### src/rtl/msp_pkg.sv
// Package with the types, codes and constants shared by the servo pulse generator.
package msp_pkg;

    localparam int PIN_W      = 8;
    localparam int COUNT_W    = 12;
    localparam int TICK_W     = 10;
    localparam int ANGLE_W    = 8;
    localparam int PULSE_W    = 16;
    localparam int PROD_W     = COUNT_W + TICK_W;
    localparam int MAG_W      = ANGLE_W + PULSE_W;
    localparam int APB_ADDR_W = 5;
    localparam int APB_DATA_W = 32;

    localparam logic [TICK_W-1:0]  TICK_US_RST     = 10'd10;
    localparam logic [COUNT_W-1:0] FRAME_TICKS_RST = 12'd2000;
    localparam logic [ANGLE_W-1:0] MIN_ANGLE_RST   = 8'd0;
    localparam logic [ANGLE_W-1:0] MAX_ANGLE_RST   = 8'd180;
    localparam logic [PULSE_W-1:0] MIN_PULSE_RST   = 16'd500;
    localparam logic [PULSE_W-1:0] MAX_PULSE_RST   = 16'd2500;

    typedef enum logic [2:0] {
        REG_TICK_US     = 3'd0,
        REG_FRAME_TICKS = 3'd1,
        REG_MIN_ANGLE   = 3'd2,
        REG_MAX_ANGLE   = 3'd3,
        REG_MIN_PULSE   = 3'd4,
        REG_MAX_PULSE   = 3'd5
    } reg_idx_t;

    typedef enum logic [1:0] {
        ACT_TICK   = 2'd0,
        ACT_WRITE  = 2'd1,
        ACT_ATTACH = 2'd2,
        ACT_DETACH = 2'd3
    } action_t;

    typedef enum logic [2:0] {
        ST_IDLE,
        ST_TICK_MUL,
        ST_TICK_WALK,
        ST_MAP_PREP,
        ST_MAP_MUL,
        ST_MAP_DIV,
        ST_MAP_WAIT,
        ST_RESULT
    } state_t;

    typedef struct packed {
        action_t             action;
        logic [2:0]          channel;
        logic [ANGLE_W-1:0]  angle;
    } in_item_t;

    typedef struct packed {
        logic [PIN_W-1:0] pin_levels;
        logic             frame_start;
    } out_item_t;

    typedef struct packed {
        logic [TICK_W-1:0]  tick_us;
        logic [COUNT_W-1:0] frame_ticks;
        logic [ANGLE_W-1:0] min_angle;
        logic [ANGLE_W-1:0] max_angle;
        logic [PULSE_W-1:0] min_pulse_us;
        logic [PULSE_W-1:0] max_pulse_us;
    } cfg_t;

    typedef struct packed {
        logic               start;
        logic [MAG_W-1:0]   dividend;
        logic [ANGLE_W-1:0] divisor;
    } div_req_t;

    typedef struct packed {
        logic             done;
        logic [MAG_W-1:0] quotient;
    } div_rsp_t;

endpackage

### src/rtl/msp_apb_regs.sv
// Configuration register file of the servo pulse generator behind an APB-style port.
module msp_apb_regs
    import msp_pkg::*;
(
    input  logic                  aclk,
    input  logic                  aresetn,
    input  logic                  psel,
    input  logic                  penable,
    input  logic                  pwrite,
    input  logic [APB_ADDR_W-1:0] paddr,
    input  logic [APB_DATA_W-1:0] pwdata,
    output logic [APB_DATA_W-1:0] prdata,
    output logic                  pready,
    output cfg_t                  cfg
);

    cfg_t     cfg_reg;
    cfg_t     cfg_next;
    reg_idx_t reg_idx;
    logic     wr_en;

    assign reg_idx = reg_idx_t'(paddr[APB_ADDR_W-1:2]);
    assign wr_en   = psel && penable && pwrite;
    assign pready  = 1'b1;
    assign cfg     = cfg_reg;

    always_comb begin
        cfg_next = cfg_reg;
        if (wr_en) begin
            unique case (reg_idx)
                REG_TICK_US:     cfg_next.tick_us      = pwdata[TICK_W-1:0];
                REG_FRAME_TICKS: cfg_next.frame_ticks  = pwdata[COUNT_W-1:0];
                REG_MIN_ANGLE:   cfg_next.min_angle    = pwdata[ANGLE_W-1:0];
                REG_MAX_ANGLE:   cfg_next.max_angle    = pwdata[ANGLE_W-1:0];
                REG_MIN_PULSE:   cfg_next.min_pulse_us = pwdata[PULSE_W-1:0];
                REG_MAX_PULSE:   cfg_next.max_pulse_us = pwdata[PULSE_W-1:0];
                default:         cfg_next = cfg_reg;
            endcase
        end
    end

    always_comb begin
        unique case (reg_idx)
            REG_TICK_US:     prdata = APB_DATA_W'(cfg_reg.tick_us);
            REG_FRAME_TICKS: prdata = APB_DATA_W'(cfg_reg.frame_ticks);
            REG_MIN_ANGLE:   prdata = APB_DATA_W'(cfg_reg.min_angle);
            REG_MAX_ANGLE:   prdata = APB_DATA_W'(cfg_reg.max_angle);
            REG_MIN_PULSE:   prdata = APB_DATA_W'(cfg_reg.min_pulse_us);
            REG_MAX_PULSE:   prdata = APB_DATA_W'(cfg_reg.max_pulse_us);
            default:         prdata = '0;
        endcase
    end

    always_ff @(posedge aclk) begin
        if (!aresetn) begin
            cfg_reg.tick_us      <= TICK_US_RST;
            cfg_reg.frame_ticks  <= FRAME_TICKS_RST;
            cfg_reg.min_angle    <= MIN_ANGLE_RST;
            cfg_reg.max_angle    <= MAX_ANGLE_RST;
            cfg_reg.min_pulse_us <= MIN_PULSE_RST;
            cfg_reg.max_pulse_us <= MAX_PULSE_RST;
        end else begin
            cfg_reg <= cfg_next;
        end
    end

endmodule

### src/rtl/msp_divider.sv
// Iterative restoring divider that produces one quotient bit per cycle for the angle map.
module msp_divider
    import msp_pkg::*;
(
    input  logic     aclk,
    input  logic     aresetn,
    input  div_req_t req,
    output div_rsp_t rsp
);

    localparam int CNT_W = $clog2(MAG_W);

    logic                   run_reg,  run_next;
    logic                   done_reg, done_next;
    logic [CNT_W-1:0]       cnt_reg,  cnt_next;
    logic [ANGLE_W-1:0]     rem_reg,  rem_next;
    logic [ANGLE_W-1:0]     dvs_reg,  dvs_next;
    logic [MAG_W-1:0]       quo_reg,  quo_next;
    logic [ANGLE_W:0]       shifted;
    logic                   fits;

    assign shifted = {rem_reg, quo_reg[MAG_W-1]};
    assign fits    = shifted >= {1'b0, dvs_reg};

    always_comb begin
        run_next  = run_reg;
        done_next = 1'b0;
        cnt_next  = cnt_reg;
        rem_next  = rem_reg;
        dvs_next  = dvs_reg;
        quo_next  = quo_reg;
        if (req.start) begin
            run_next = 1'b1;
            cnt_next = CNT_W'(MAG_W - 1);
            rem_next = '0;
            dvs_next = req.divisor;
            quo_next = req.dividend;
        end else if (run_reg) begin
            rem_next = fits ? ANGLE_W'(shifted - {1'b0, dvs_reg}) : shifted[ANGLE_W-1:0];
            quo_next = {quo_reg[MAG_W-2:0], fits};
            cnt_next = cnt_reg - 1'b1;
            if (cnt_reg == '0) begin
                run_next  = 1'b0;
                done_next = 1'b1;
            end
        end
    end

    always_ff @(posedge aclk) begin
        if (!aresetn) begin
            run_reg  <= 1'b0;
            done_reg <= 1'b0;
        end else begin
            run_reg  <= run_next;
            done_reg <= done_next;
        end
        cnt_reg <= cnt_next;
        rem_reg <= rem_next;
        dvs_reg <= dvs_next;
        quo_reg <= quo_next;
    end

    assign rsp.done     = done_reg;
    assign rsp.quotient = quo_reg;

endmodule

### src/rtl/msp_core.sv
// Sequencer and channel state of the servo pulse generator.
module msp_core
    import msp_pkg::*;
#(
    parameter int CHANNELS = 8
)
(
    input  logic      aclk,
    input  logic      aresetn,
    input  cfg_t      cfg,
    input  logic      s_valid,
    output logic      s_ready,
    input  in_item_t  s_data,
    output logic      m_valid,
    input  logic      m_ready,
    output out_item_t m_data,
    output div_req_t  div_req,
    input  div_rsp_t  div_rsp
);

    localparam int CH_W = (CHANNELS > 1) ? $clog2(CHANNELS) : 1;
    localparam logic [3:0] CH_COUNT = 4'(CHANNELS);
    localparam logic [CH_W-1:0] CH_LAST = CH_W'(CHANNELS - 1);

    state_t               state_reg,   state_next;
    in_item_t             item_reg,    item_next;
    logic [COUNT_W-1:0]   count_reg,   count_next;
    logic                 started_reg, started_next;
    logic [CHANNELS-1:0]  active_reg,  active_next;
    logic [CHANNELS-1:0]  level_reg,   level_next;
    logic [PULSE_W-1:0]   pw_reg  [CHANNELS];
    logic [PULSE_W-1:0]   pw_next [CHANNELS];
    logic [CH_W-1:0]      idx_reg,     idx_next;
    logic [PROD_W-1:0]    prod_reg,    prod_next;
    logic [ANGLE_W-1:0]   num_reg,     num_next;
    logic [ANGLE_W-1:0]   den_reg,     den_next;
    logic [PULSE_W-1:0]   span_reg,    span_next;
    logic                 neg_reg,     neg_next;
    logic [MAG_W-1:0]     mag_reg,     mag_next;
    logic                 m_valid_reg, m_valid_next;
    out_item_t            m_data_reg,  m_data_next;

    logic [COUNT_W:0]     count_inc;
    logic [ANGLE_W-1:0]   lo_angle, hi_angle, angle_c;
    logic [PIN_W-1:0]     levels_vec;
    logic [CH_W-1:0]      s_ch, item_ch;
    logic [PULSE_W:0]     map_sum;

    assign s_ch    = s_data.channel[CH_W-1:0];
    assign item_ch = item_reg.channel[CH_W-1:0];

    always_comb begin
        levels_vec = '0;
        levels_vec[CHANNELS-1:0] = level_reg;
    end

    always_comb begin
        count_inc = started_reg ? ({1'b0, count_reg} + 1'b1) : '0;
        if (count_inc >= {1'b0, cfg.frame_ticks}) begin
            count_inc = '0;
        end
        lo_angle = (cfg.min_angle < cfg.max_angle) ? cfg.min_angle : cfg.max_angle;
        hi_angle = (cfg.min_angle < cfg.max_angle) ? cfg.max_angle : cfg.min_angle;
        angle_c  = item_reg.angle;
        if (angle_c < lo_angle) begin
            angle_c = lo_angle;
        end
        if (angle_c > hi_angle) begin
            angle_c = hi_angle;
        end
        map_sum = neg_reg ? ({1'b0, cfg.min_pulse_us} - {1'b0, div_rsp.quotient[PULSE_W-1:0]})
                          : ({1'b0, cfg.min_pulse_us} + {1'b0, div_rsp.quotient[PULSE_W-1:0]});
    end

    always_comb begin
        state_next   = state_reg;
        item_next    = item_reg;
        count_next   = count_reg;
        started_next = started_reg;
        active_next  = active_reg;
        level_next   = level_reg;
        pw_next      = pw_reg;
        idx_next     = idx_reg;
        prod_next    = prod_reg;
        num_next     = num_reg;
        den_next     = den_reg;
        span_next    = span_reg;
        neg_next     = neg_reg;
        mag_next     = mag_reg;
        m_valid_next = m_valid_reg && !m_ready;
        m_data_next  = m_data_reg;
        s_ready      = 1'b0;
        div_req.start    = 1'b0;
        div_req.dividend = mag_reg;
        div_req.divisor  = den_reg;

        unique case (state_reg)
            ST_IDLE: begin
                s_ready = 1'b1;
                if (s_valid) begin
                    item_next  = s_data;
                    state_next = ST_RESULT;
                    if (s_data.action == ACT_TICK) begin
                        count_next   = count_inc[COUNT_W-1:0];
                        started_next = 1'b1;
                        state_next   = ST_TICK_MUL;
                    end else if ({1'b0, s_data.channel} < CH_COUNT) begin
                        unique case (s_data.action)
                            ACT_WRITE: state_next = ST_MAP_PREP;
                            ACT_ATTACH: begin
                                active_next[s_ch] = 1'b1;
                                level_next[s_ch]  = 1'b0;
                                pw_next[s_ch]     = cfg.min_pulse_us;
                            end
                            ACT_DETACH: begin
                                active_next[s_ch] = 1'b0;
                                pw_next[s_ch]     = cfg.min_pulse_us;
                            end
                            default: state_next = ST_RESULT;
                        endcase
                    end
                end
            end
            ST_TICK_MUL: begin
                prod_next  = PROD_W'(count_reg) * PROD_W'(cfg.tick_us);
                idx_next   = '0;
                state_next = ST_TICK_WALK;
            end
            ST_TICK_WALK: begin
                if (active_reg[idx_reg]) begin
                    if (count_reg == '0) begin
                        level_next[idx_reg] = 1'b1;
                    end else if (prod_reg >= PROD_W'(pw_reg[idx_reg])) begin
                        level_next[idx_reg] = 1'b0;
                    end
                end
                if (idx_reg == CH_LAST) begin
                    state_next = ST_RESULT;
                end else begin
                    idx_next = idx_reg + 1'b1;
                end
            end
            ST_MAP_PREP: begin
                if (cfg.min_angle <= cfg.max_angle) begin
                    num_next = angle_c - cfg.min_angle;
                    den_next = cfg.max_angle - cfg.min_angle;
                end else begin
                    num_next = cfg.min_angle - angle_c;
                    den_next = cfg.min_angle - cfg.max_angle;
                end
                neg_next  = cfg.max_pulse_us < cfg.min_pulse_us;
                span_next = neg_next ? (cfg.min_pulse_us - cfg.max_pulse_us)
                                     : (cfg.max_pulse_us - cfg.min_pulse_us);
                state_next = ST_MAP_MUL;
            end
            ST_MAP_MUL: begin
                if (den_reg == '0) begin
                    pw_next[item_ch] = cfg.min_pulse_us;
                    state_next       = ST_RESULT;
                end else begin
                    mag_next   = MAG_W'(num_reg) * MAG_W'(span_reg);
                    state_next = ST_MAP_DIV;
                end
            end
            ST_MAP_DIV: begin
                div_req.start = 1'b1;
                state_next    = ST_MAP_WAIT;
            end
            ST_MAP_WAIT: begin
                if (div_rsp.done) begin
                    pw_next[item_ch] = map_sum[PULSE_W-1:0];
                    state_next       = ST_RESULT;
                end
            end
            ST_RESULT: begin
                if (!m_valid_reg || m_ready) begin
                    m_valid_next            = 1'b1;
                    m_data_next.pin_levels  = levels_vec;
                    m_data_next.frame_start = (item_reg.action == ACT_TICK) && (count_reg == '0);
                    state_next              = ST_IDLE;
                end
            end
            default: state_next = ST_IDLE;
        endcase
    end

    always_ff @(posedge aclk) begin
        if (!aresetn) begin
            state_reg   <= ST_IDLE;
            count_reg   <= '0;
            started_reg <= 1'b0;
            active_reg  <= '0;
            level_reg   <= '0;
            m_valid_reg <= 1'b0;
            for (int k = 0; k < CHANNELS; k++) begin
                pw_reg[k] <= MIN_PULSE_RST;
            end
        end else begin
            state_reg   <= state_next;
            count_reg   <= count_next;
            started_reg <= started_next;
            active_reg  <= active_next;
            level_reg   <= level_next;
            m_valid_reg <= m_valid_next;
            pw_reg      <= pw_next;
        end
        item_reg   <= item_next;
        idx_reg    <= idx_next;
        prod_reg   <= prod_next;
        num_reg    <= num_next;
        den_reg    <= den_next;
        span_reg   <= span_next;
        neg_reg    <= neg_next;
        mag_reg    <= mag_next;
        m_data_reg <= m_data_next;
    end

    assign m_valid = m_valid_reg;
    assign m_data  = m_data_reg;

endmodule

### src/rtl/multi_channel_servo_pulse_generator_top.sv
// Top level of the multi-channel servo pulse generator.
// Each item is a tick, an angle write, an attach or a detach, and each gives one result with
// the pin levels of all channels and a frame-start flag. The block takes one item at a time.
// A tick forms the frame-time product and then compares each channel in turn. An angle write
// uses the shared divider, which forms the 24 quotient bits of the angle-to-pulse map one
// bit per cycle. Attach, detach and non-tick items for a channel beyond CHANNELS go straight
// to the result. A finished result sits in an output register, so the next item is accepted
// while it waits to be taken.
module multi_channel_servo_pulse_generator_top
    import msp_pkg::*;
#(
    parameter int CHANNELS = 8
)
(
    input  logic                  aclk,
    input  logic                  aresetn,
    input  logic                  psel,
    input  logic                  penable,
    input  logic                  pwrite,
    input  logic [APB_ADDR_W-1:0] paddr,
    input  logic [APB_DATA_W-1:0] pwdata,
    output logic [APB_DATA_W-1:0] prdata,
    output logic                  pready,
    input  logic                  s_valid,
    output logic                  s_ready,
    input  in_item_t              s_data,
    output logic                  m_valid,
    input  logic                  m_ready,
    output out_item_t             m_data
);

    cfg_t     cfg;
    div_req_t div_req;
    div_rsp_t div_rsp;

    msp_apb_regs u_regs (
        .aclk    (aclk),
        .aresetn (aresetn),
        .psel    (psel),
        .penable (penable),
        .pwrite  (pwrite),
        .paddr   (paddr),
        .pwdata  (pwdata),
        .prdata  (prdata),
        .pready  (pready),
        .cfg     (cfg)
    );

    msp_divider u_div (
        .aclk    (aclk),
        .aresetn (aresetn),
        .req     (div_req),
        .rsp     (div_rsp)
    );

    msp_core #(
        .CHANNELS (CHANNELS)
    ) u_core (
        .aclk    (aclk),
        .aresetn (aresetn),
        .cfg     (cfg),
        .s_valid (s_valid),
        .s_ready (s_ready),
        .s_data  (s_data),
        .m_valid (m_valid),
        .m_ready (m_ready),
        .m_data  (m_data),
        .div_req (div_req),
        .div_rsp (div_rsp)
    );

endmodule

### config.mk
export PLATFORM = sky130hd
export DESIGN_NAME = multi_channel_servo_pulse_generator_top
export DESIGN_NICKNAME = d
export VERILOG_FILES = /design/src/rtl/msp_pkg.sv /design/src/rtl/msp_apb_regs.sv /design/src/rtl/msp_divider.sv /design/src/rtl/msp_core.sv /design/src/rtl/multi_channel_servo_pulse_generator_top.sv
export SDC_FILE = /design/constraint.sdc
export NUM_CORES = 2
export LEC_CHECK = 0
export BUFFER_PORTS_ARGS = -buffer_cell sky130_fd_sc_hd__buf_2
export CAP_MARGIN = 20
export CORE_ASPECT_RATIO = 0.6
export CORE_MARGIN = 2
export CORE_UTILIZATION = 33
export CTS_CLUSTER_SIZE = 10
export DETAILED_ROUTE_END_ITERATION = 10
export SLEW_MARGIN = 20
export SYNTH_ARGS = -nofsm -noshare
export SYNTH_HDL_FRONTEND = slang
export SYNTH_SLANG_ARGS = --single-unit
### constraint.sdc
create_clock -name aclk -period 9.45 [get_ports aclk]
set_input_delay 1.89 -clock aclk [delete_from_list [all_inputs] [get_ports aclk]]
set_output_delay 1.89 -clock aclk [all_outputs]
set_load 0.03 [all_outputs]
; ---- After elaboration in Yosys (flattened, before gate mapping)
; Cells that the tools add are included.
[classes]
add_sub_neg = 12
multipliers = 2
magnitude_cmp = 17
eq_ne = 27
muxes = 62
bitwise_logic = 14
reduce_logical = 40
[ops]
columns = operator, count
row1 = 128-bit 2-to-1 mux, 5
row2 = 128-bit bitwise mux, 3
row3 = 128-bit case mux with 3 select lines, 1
row4 = 8-bit 2-to-1 mux, 13
row5 = 16-bit demux with 3-bit select, 2
row6 = 16-bit 2-to-1 mux, 6
row7 = 16-bit case mux with 6 select lines, 1
row8 = 16-bit binary-select mux with 3-bit select, 1
row9 = 24-bit 2-to-1 mux, 2
row10 = 16-bit subtractor, 3
row11 = 8-bit subtractor, 5
row12 = 8-bit case mux with 2 select lines, 2
row13 = 8-bit bitwise AND, 3
row14 = 8-bit by 16-bit multiplier with 24-bit output, 1
row15 = 3-bit case mux with 8 select lines, 1
row16 = 22-bit by 16-bit greater-or-equal comparator with 1-bit output, 1
row17 = 12-bit by 10-bit multiplier with 22-bit output, 1
row18 = "3-bit == test, second input constant", 7
row19 = 3-bit 2-to-1 mux, 7
row20 = 2-bit AND reduction, 10
row21 = 16-bit adder, 1
row22 = 16-bit < comparator, 1
row23 = 8-bit < comparator, 2
row24 = 8-bit NOT, 2
row25 = other kinds (43), 93
[word_totals]
register_bits = 382
inputBits = 57
out_inout_bits = 44
word_cells = 212

; ---- Longest topological paths before layout
[logic_depth]
depth_word = 10
ltp_mapped = 38
depth_no_buf = 34

; ---- Cells and area by module
; Synthesis repeated with hierarchy kept, for this count alone.
[unflattened]
hier_cells = 3311
area_unflattened_um2 = 30347.9
[modules_own_cells]
columns = module, n_inst, cells_per_inst, area_each_um2
row1 = msp_core, 1, 2755, 24591.1
row2 = msp_apb_regs, 1, 364, 3414.5
row3 = msp_divider, 1, 192, 2342.2

; ---- Worst setup path after synthesis
; No wires, ideal clock.
[synth_path]
kind = flip-flop to flip-flop
from = register u_regs.cfg_reg, in the netlist u_regs.cfg[40]
to = register u_core.num_reg[7], data pin
arrival_ns = 6.932
required_time_ns = 9.189
setup_slack_ns = 2.257
stages_incl_launch_ff = 36
synth_period_minus_slack_ns = 7.193
path_cell_list = dfxtp_1 > inv_1 > ha_1 > fa_1 > nand2b_1 > a21oi_2 > o32a_1 > buf_2 > buf_1 > buf_2 > mux2i_1 > ha_1 > nand4_1 > o21ai_0 > nor2_1 > and2_1 > clkbuf_2 > o21ai_0 > inv_1 > ha_1 > nor2b_1 > o21a_1 > o21a_1 > o21ai_0 > a21oi_1 > clkbuf_1 > clkbuf_1 > mux2i_1 > ha_1 > nor2b_1 > o21ai_0 > a21oi_1 > o41ai_1 > o211ai_1 > a31oi_1 > xor2_1
[synth_between]
elab_chain_len = 8
word_cells_on_any_way = 11
[synth_rtl]
columns = element, line
row1 = "start, declared", msp_apb_regs.sv:17  ; cfg_t cfg_reg;
row2 = "start signal, assigned", msp_apb_regs.sv:63  ; cfg_reg <= cfg_next;
row3 = 8-bit < comparator, "msp_core.sv:62, msp_core.sv:63"
row4 = 8-bit 2-to-1 mux, msp_core.sv:62  ; lo_angle = (cfg.min_angle < cfg.max_angle) ? cfg.min_angle : cfg.max_angle;
row5 = 8-bit < comparator, msp_core.sv:65  ; if (angle_c < lo_angle) begin
row6 = 8-bit 2-to-1 mux, msp_core.sv:65
row7 = 8-bit greater-than comparator, msp_core.sv:68  ; if (angle_c > hi_angle) begin
row8 = 8-bit 2-to-1 mux, msp_core.sv:68
row9 = 8-bit subtractor (on tied branches), "msp_core.sv:148, msp_core.sv:145"
row10 = 8-bit 2-to-1 mux *, msp_core.sv:144  ; if (cfg.min_angle <= cfg.max_angle) begin
row11 = "end signal, assigned", msp_core.sv:210  ; num_reg <= num_next;
row12 = "end, declared", msp_core.sv:35  ; logic [ANGLE_W-1:0] num_reg, num_next;
; Every way passes the cells marked *; elsewhere a longest branch is shown, timed or not.
; A chain may end at the register's enable or synchronous reset.

; ---- Worst setup path after layout
; Same ends and word-level chain as after synthesis.

==> run_results.csv <==
group,metric,value,unit
status,run_status,"finished clean",
sta,setup_viol_count_final,0,
logic_synthesis,ys_ff_latch,382,
logic_synthesis,synth_largest_type_area_fraction,16.1,%
layout,most-common-layout-cells,"462 x sky130_fd_sc_hd__nand2_1, 283 x sky130_fd_sc_hd__inv_1, 246 x sky130_fd_sc_hd__dfxtp_1",
sta,final_hold_violation_count,0,
layout,antenna_cells_inserted,0,
layout,mostFrequentLayoutCell,"sky130_fd_sc_hd__nand2_1",
setup_path,worst_r2r_path_depth,31,
layout,finalNetCount,3887,
pwr,p_leak,13.5,nW
placement,dpl.cell_count,4609,
clock_tree,clockRootBuffer,"sky130_fd_sc_hd__clkbuf_16",
placement,port_buffers,65,
sta,setup_ws,1.12,ns
sta,clock-skew-final,0.0263,ns
floorplan,height_of_the_die,240,microns
floorplan,core,91700,sq um
floorplan,die_area,95000,sq um
pwr,total_design_power,7.38,mW
logic_synthesis,synthTopCellsByArea,"sky130_fd_sc_hd__dfxtp_1 16%, sky130_fd_sc_hd__edfxtp_1 13%, sky130_fd_sc_hd__fa_1 11%",
sta,max_clock_freq,0.120,GHz
logic_synthesis,synth_seq_area_share,29.5,%
drt,final_antenna_net_count,0,
setup_path,slowest_library_cell_on_the_worst_path,"sky130_fd_sc_hd__a21oi_1",
layout,fillerInstances,9458,
drt,detail_route.vias_per_cell,5.59,
clock_tree,clockBufferDepth,3,
sta,finalMaxSlewViolations,0,
clock_tree,worst_skew_pair.late_latency,0.60,ns
logic_synthesis,synth-main-ff-cell,"sky130_fd_sc_hd__dfxtp_1",
logic_synthesis,synth-async-reset-ratio,0,%
layout,register_area,9010,sq um
clock_tree,cts_post_setup_buffers_inserted,0,
clock_tree,cts_tree,"done",
setup_path,setup.worst_path.start_class,"register",
setup_path,cp_data_required_time,9.79,ns
drt,vias,26200,
sta,post-route-min-period,8.33,ns
clock_tree,clock_sinks,382,
global_route,global_route.usage.total,21.0,%
pwr,irDropWorstVdd,0.000247,V
drt,routedWlPerCell,21.7,microns
global_route,antenna_violations_before_repair,2,
setup_path,worst_setup_path_end_kind,"register",
clock_tree,htreeDepth,2,
sta,fin_crit_sh,88.1,%
sta,slew-limit-headroom,17.1,%
sta,whs,0.435,ns
setup_path,worstReg2RegEnd,"u_core.num_reg[7]$_DFFE_PP_",
setup_path,start_to_end_type_of_the_worst_setup_path,"reg2reg",
setup_path,cp.depth,31,
global_route,global_route_wire_length_before_repair,154,mm
global_route,grt_max_degree,83,
setup_path,path_buf_inv,4,
layout,core_util_final,36.3,%
floorplan,total_number_of_placement_rows,86,
setup_path,timing.rr.start,"u_regs.cfg[40]$_SDFFE_PN0P_",
placement,placed_cell_area,31900,sq um
floorplan,io_pins,101,
drt,dr.first_iter.drc_count,3215,
placement,detailedPlace.worstSlack,1.29,ns
logic_synthesis,synth_area,30500,sq um
sta,transition_time_of_the_tightest_slew_check_pin,1.24,ns
layout,layout-area-overhead-vs-synth,9.06,%
setup_path,cp.arrival,8.67,ns
floorplan,die_width,397,microns
global_route,grt_remaining_overflow,0,
layout,design_area,33300,sq um
drt,drt_drc_violations_left,0,
clock_tree,cts_resized,0,
pwr,cellPowerDensity,222,nW/um^2
setup_path,crit_fanout,32,
placement,hpwl,74.9,mm
placement,gp_routability_congestion,0.980,
drt,drt_pre_antenna_iters,6,
drt,drt-total-wl,102,mm
setup_path,critical_path.startpoint,"u_regs.cfg[40]$_SDFFE_PN0P_",
layout,multiInputGateArea,19600,sq um
floorplan,start_util,33.3,%
clock_tree,cts.clk_slew.worst_paths,0.06,ns
logic_synthesis,synth.lib_cells_used.distinct,93,
setup_path,reg2reg_slack,1.12,ns
sta,totalNegativeSetupSlack,0,ns
setup_path,timing.critical_path.slowest_cell_delay,0.57,ns
logic_synthesis,number_of_enable_flip_flop_cells_after_synthesis,136,
hold_path,timing.hold.worst.class,"reg2reg",
setup_path,setup.worst_path.end,"u_core.num_reg[7]$_DFFE_PP_",
setup_path,cp_common_cell,"sky130_fd_sc_hd__ha_1",
logic_synthesis,netlist_instances,3471,
layout,fin_cells,4682,
clock_tree,ctsHoldBuffers,0,
flow_run,maxCapViolCount,0,
logic_synthesis,syn-mean-instance-area,8.79,sq um
logic_synthesis,synth_top_cell_by_area,"sky130_fd_sc_hd__dfxtp_1",
clock_tree,cts_made_buffers,45,
sta,grt_setup_unrepaired,"no",
logic_synthesis,synth_warnings,0,
layout,drive_above_1_share,7.22,%
setup_path,timing.critical_path.max_delay_family,"compound AO/OA/AOI/OAI gates",
global_route,first_global_vias,24200,
==> layout make-up <==
type	count	share of cell area [%]
multi-input combinational	2601	59.0
sequential	382	27.1
tap	1232	4.63
clock buffer	70	3.98
inverter	286	3.23
timing repair buffer	109	2.08
clock inverter	2	0.0414
==> Yosys cell counts, types with 15 or more instances <==
cell	instances
sky130_fd_sc_hd__clkbuf_1	163
sky130_fd_sc_hd__o22ai_1	40
sky130_fd_sc_hd__or3_1	18
sky130_fd_sc_hd__ha_1	235
sky130_fd_sc_hd__a22oi_1	102
sky130_fd_sc_hd__a21o_1	41
sky130_fd_sc_hd__a211oi_1	16
sky130_fd_sc_hd__o21ai_0	180
sky130_fd_sc_hd__mux2i_1	67
sky130_fd_sc_hd__o211ai_1	61
sky130_fd_sc_hd__xnor2_1	76
sky130_fd_sc_hd__xor2_1	22
sky130_fd_sc_hd__nand2b_1	19
sky130_fd_sc_hd__edfxtp_1	136
sky130_fd_sc_hd__a22o_1	27
sky130_fd_sc_hd__nor2_1	202
sky130_fd_sc_hd__nand3_1	76
sky130_fd_sc_hd__a21oi_1	175
sky130_fd_sc_hd__o21a_1	24
sky130_fd_sc_hd__a221oi_1	27
sky130_fd_sc_hd__a32oi_1	16
sky130_fd_sc_hd__and3_1	40
sky130_fd_sc_hd__nand2_1	462
sky130_fd_sc_hd__nor3_1	45
sky130_fd_sc_hd__buf_4	18
sky130_fd_sc_hd__buf_2	15
sky130_fd_sc_hd__nor2b_1	29
sky130_fd_sc_hd__inv_1	284
sky130_fd_sc_hd__nand4_1	19
sky130_fd_sc_hd__and2_1	136
sky130_fd_sc_hd__a221o_1	33
sky130_fd_sc_hd__fa_1	170
sky130_fd_sc_hd__dfxtp_1	246
==> worst min-delay path by stage <==
stage	depth (start not counted)	slack, ns	end	startpoint
6_report	0	0.43	u_core.m_data[8]$_DFFE_PP_	register
5_1_grt	0	0.45	u_core.m_data[5]$_DFFE_PP_	register
4_1_cts	0	0.43	u_core.m_data[8]$_DFFE_PP_	register
3_5_place_dp	0	0.42	u_core.m_data[8]$_DFFE_PP_	register
3_3_place_gp	0	0.42	u_core.m_data[8]$_DFFE_PP_	register
2_1_floorplan	0	0.41	u_core.m_data[1]$_DFFE_PP_	register
==> cell families (layout without fill, tap and decap cells) <==
logic type	count (synthesis)	in the layout	synth area share, %
fa+ha+maj	405	405	20.8
simple gates	1104	1104	17.0
mux	85	85	3.01
buf+inv	503	467	6.63
flops	382	382	29.5
other cells	2	17	0.0246
compound gates	892	892	20.3
xor+xnor	98	98	2.81
==> power breakdown <==
| part | internal, mW | switching [mW] | leakage (nW) | total [mW] |
|---|---|---|---|---|
| logic | 1.34 | 2.13 | 9.62 | 3.47 |
| clock network | 0.953 | 0.752 | 0.649 | 1.71 |
| registers | 2.03 | 0.184 | 3.25 | 2.21 |
| total | 4.32 | 3.06 | 13.5 | 7.38 |
==> worst reg2reg max path: cells and delay by family, from the launching register on <==
family                     cells  cell delay (ns)
xor gates and xnor gates       1             0.08
adders and majority gates      5             1.29
and+or+nand+nor                6             1.41
DFF                            1             0.54
buffers and inverters          4             0.88
AOI/OAI and AO/OA             14             3.51
muxes                          1             0.36
==> layer usage <==
metal  GRT usage (%)  part of all wire (%)  up-vias
met4            2.92                   1.3        2
met5           0.612                 0.084        -
met3            7.79                    14      119
met1            33.8                    50    12600
li1                -                     -    12100
met2            25.8                    36     1293
(Power assumes the default switching activity.)
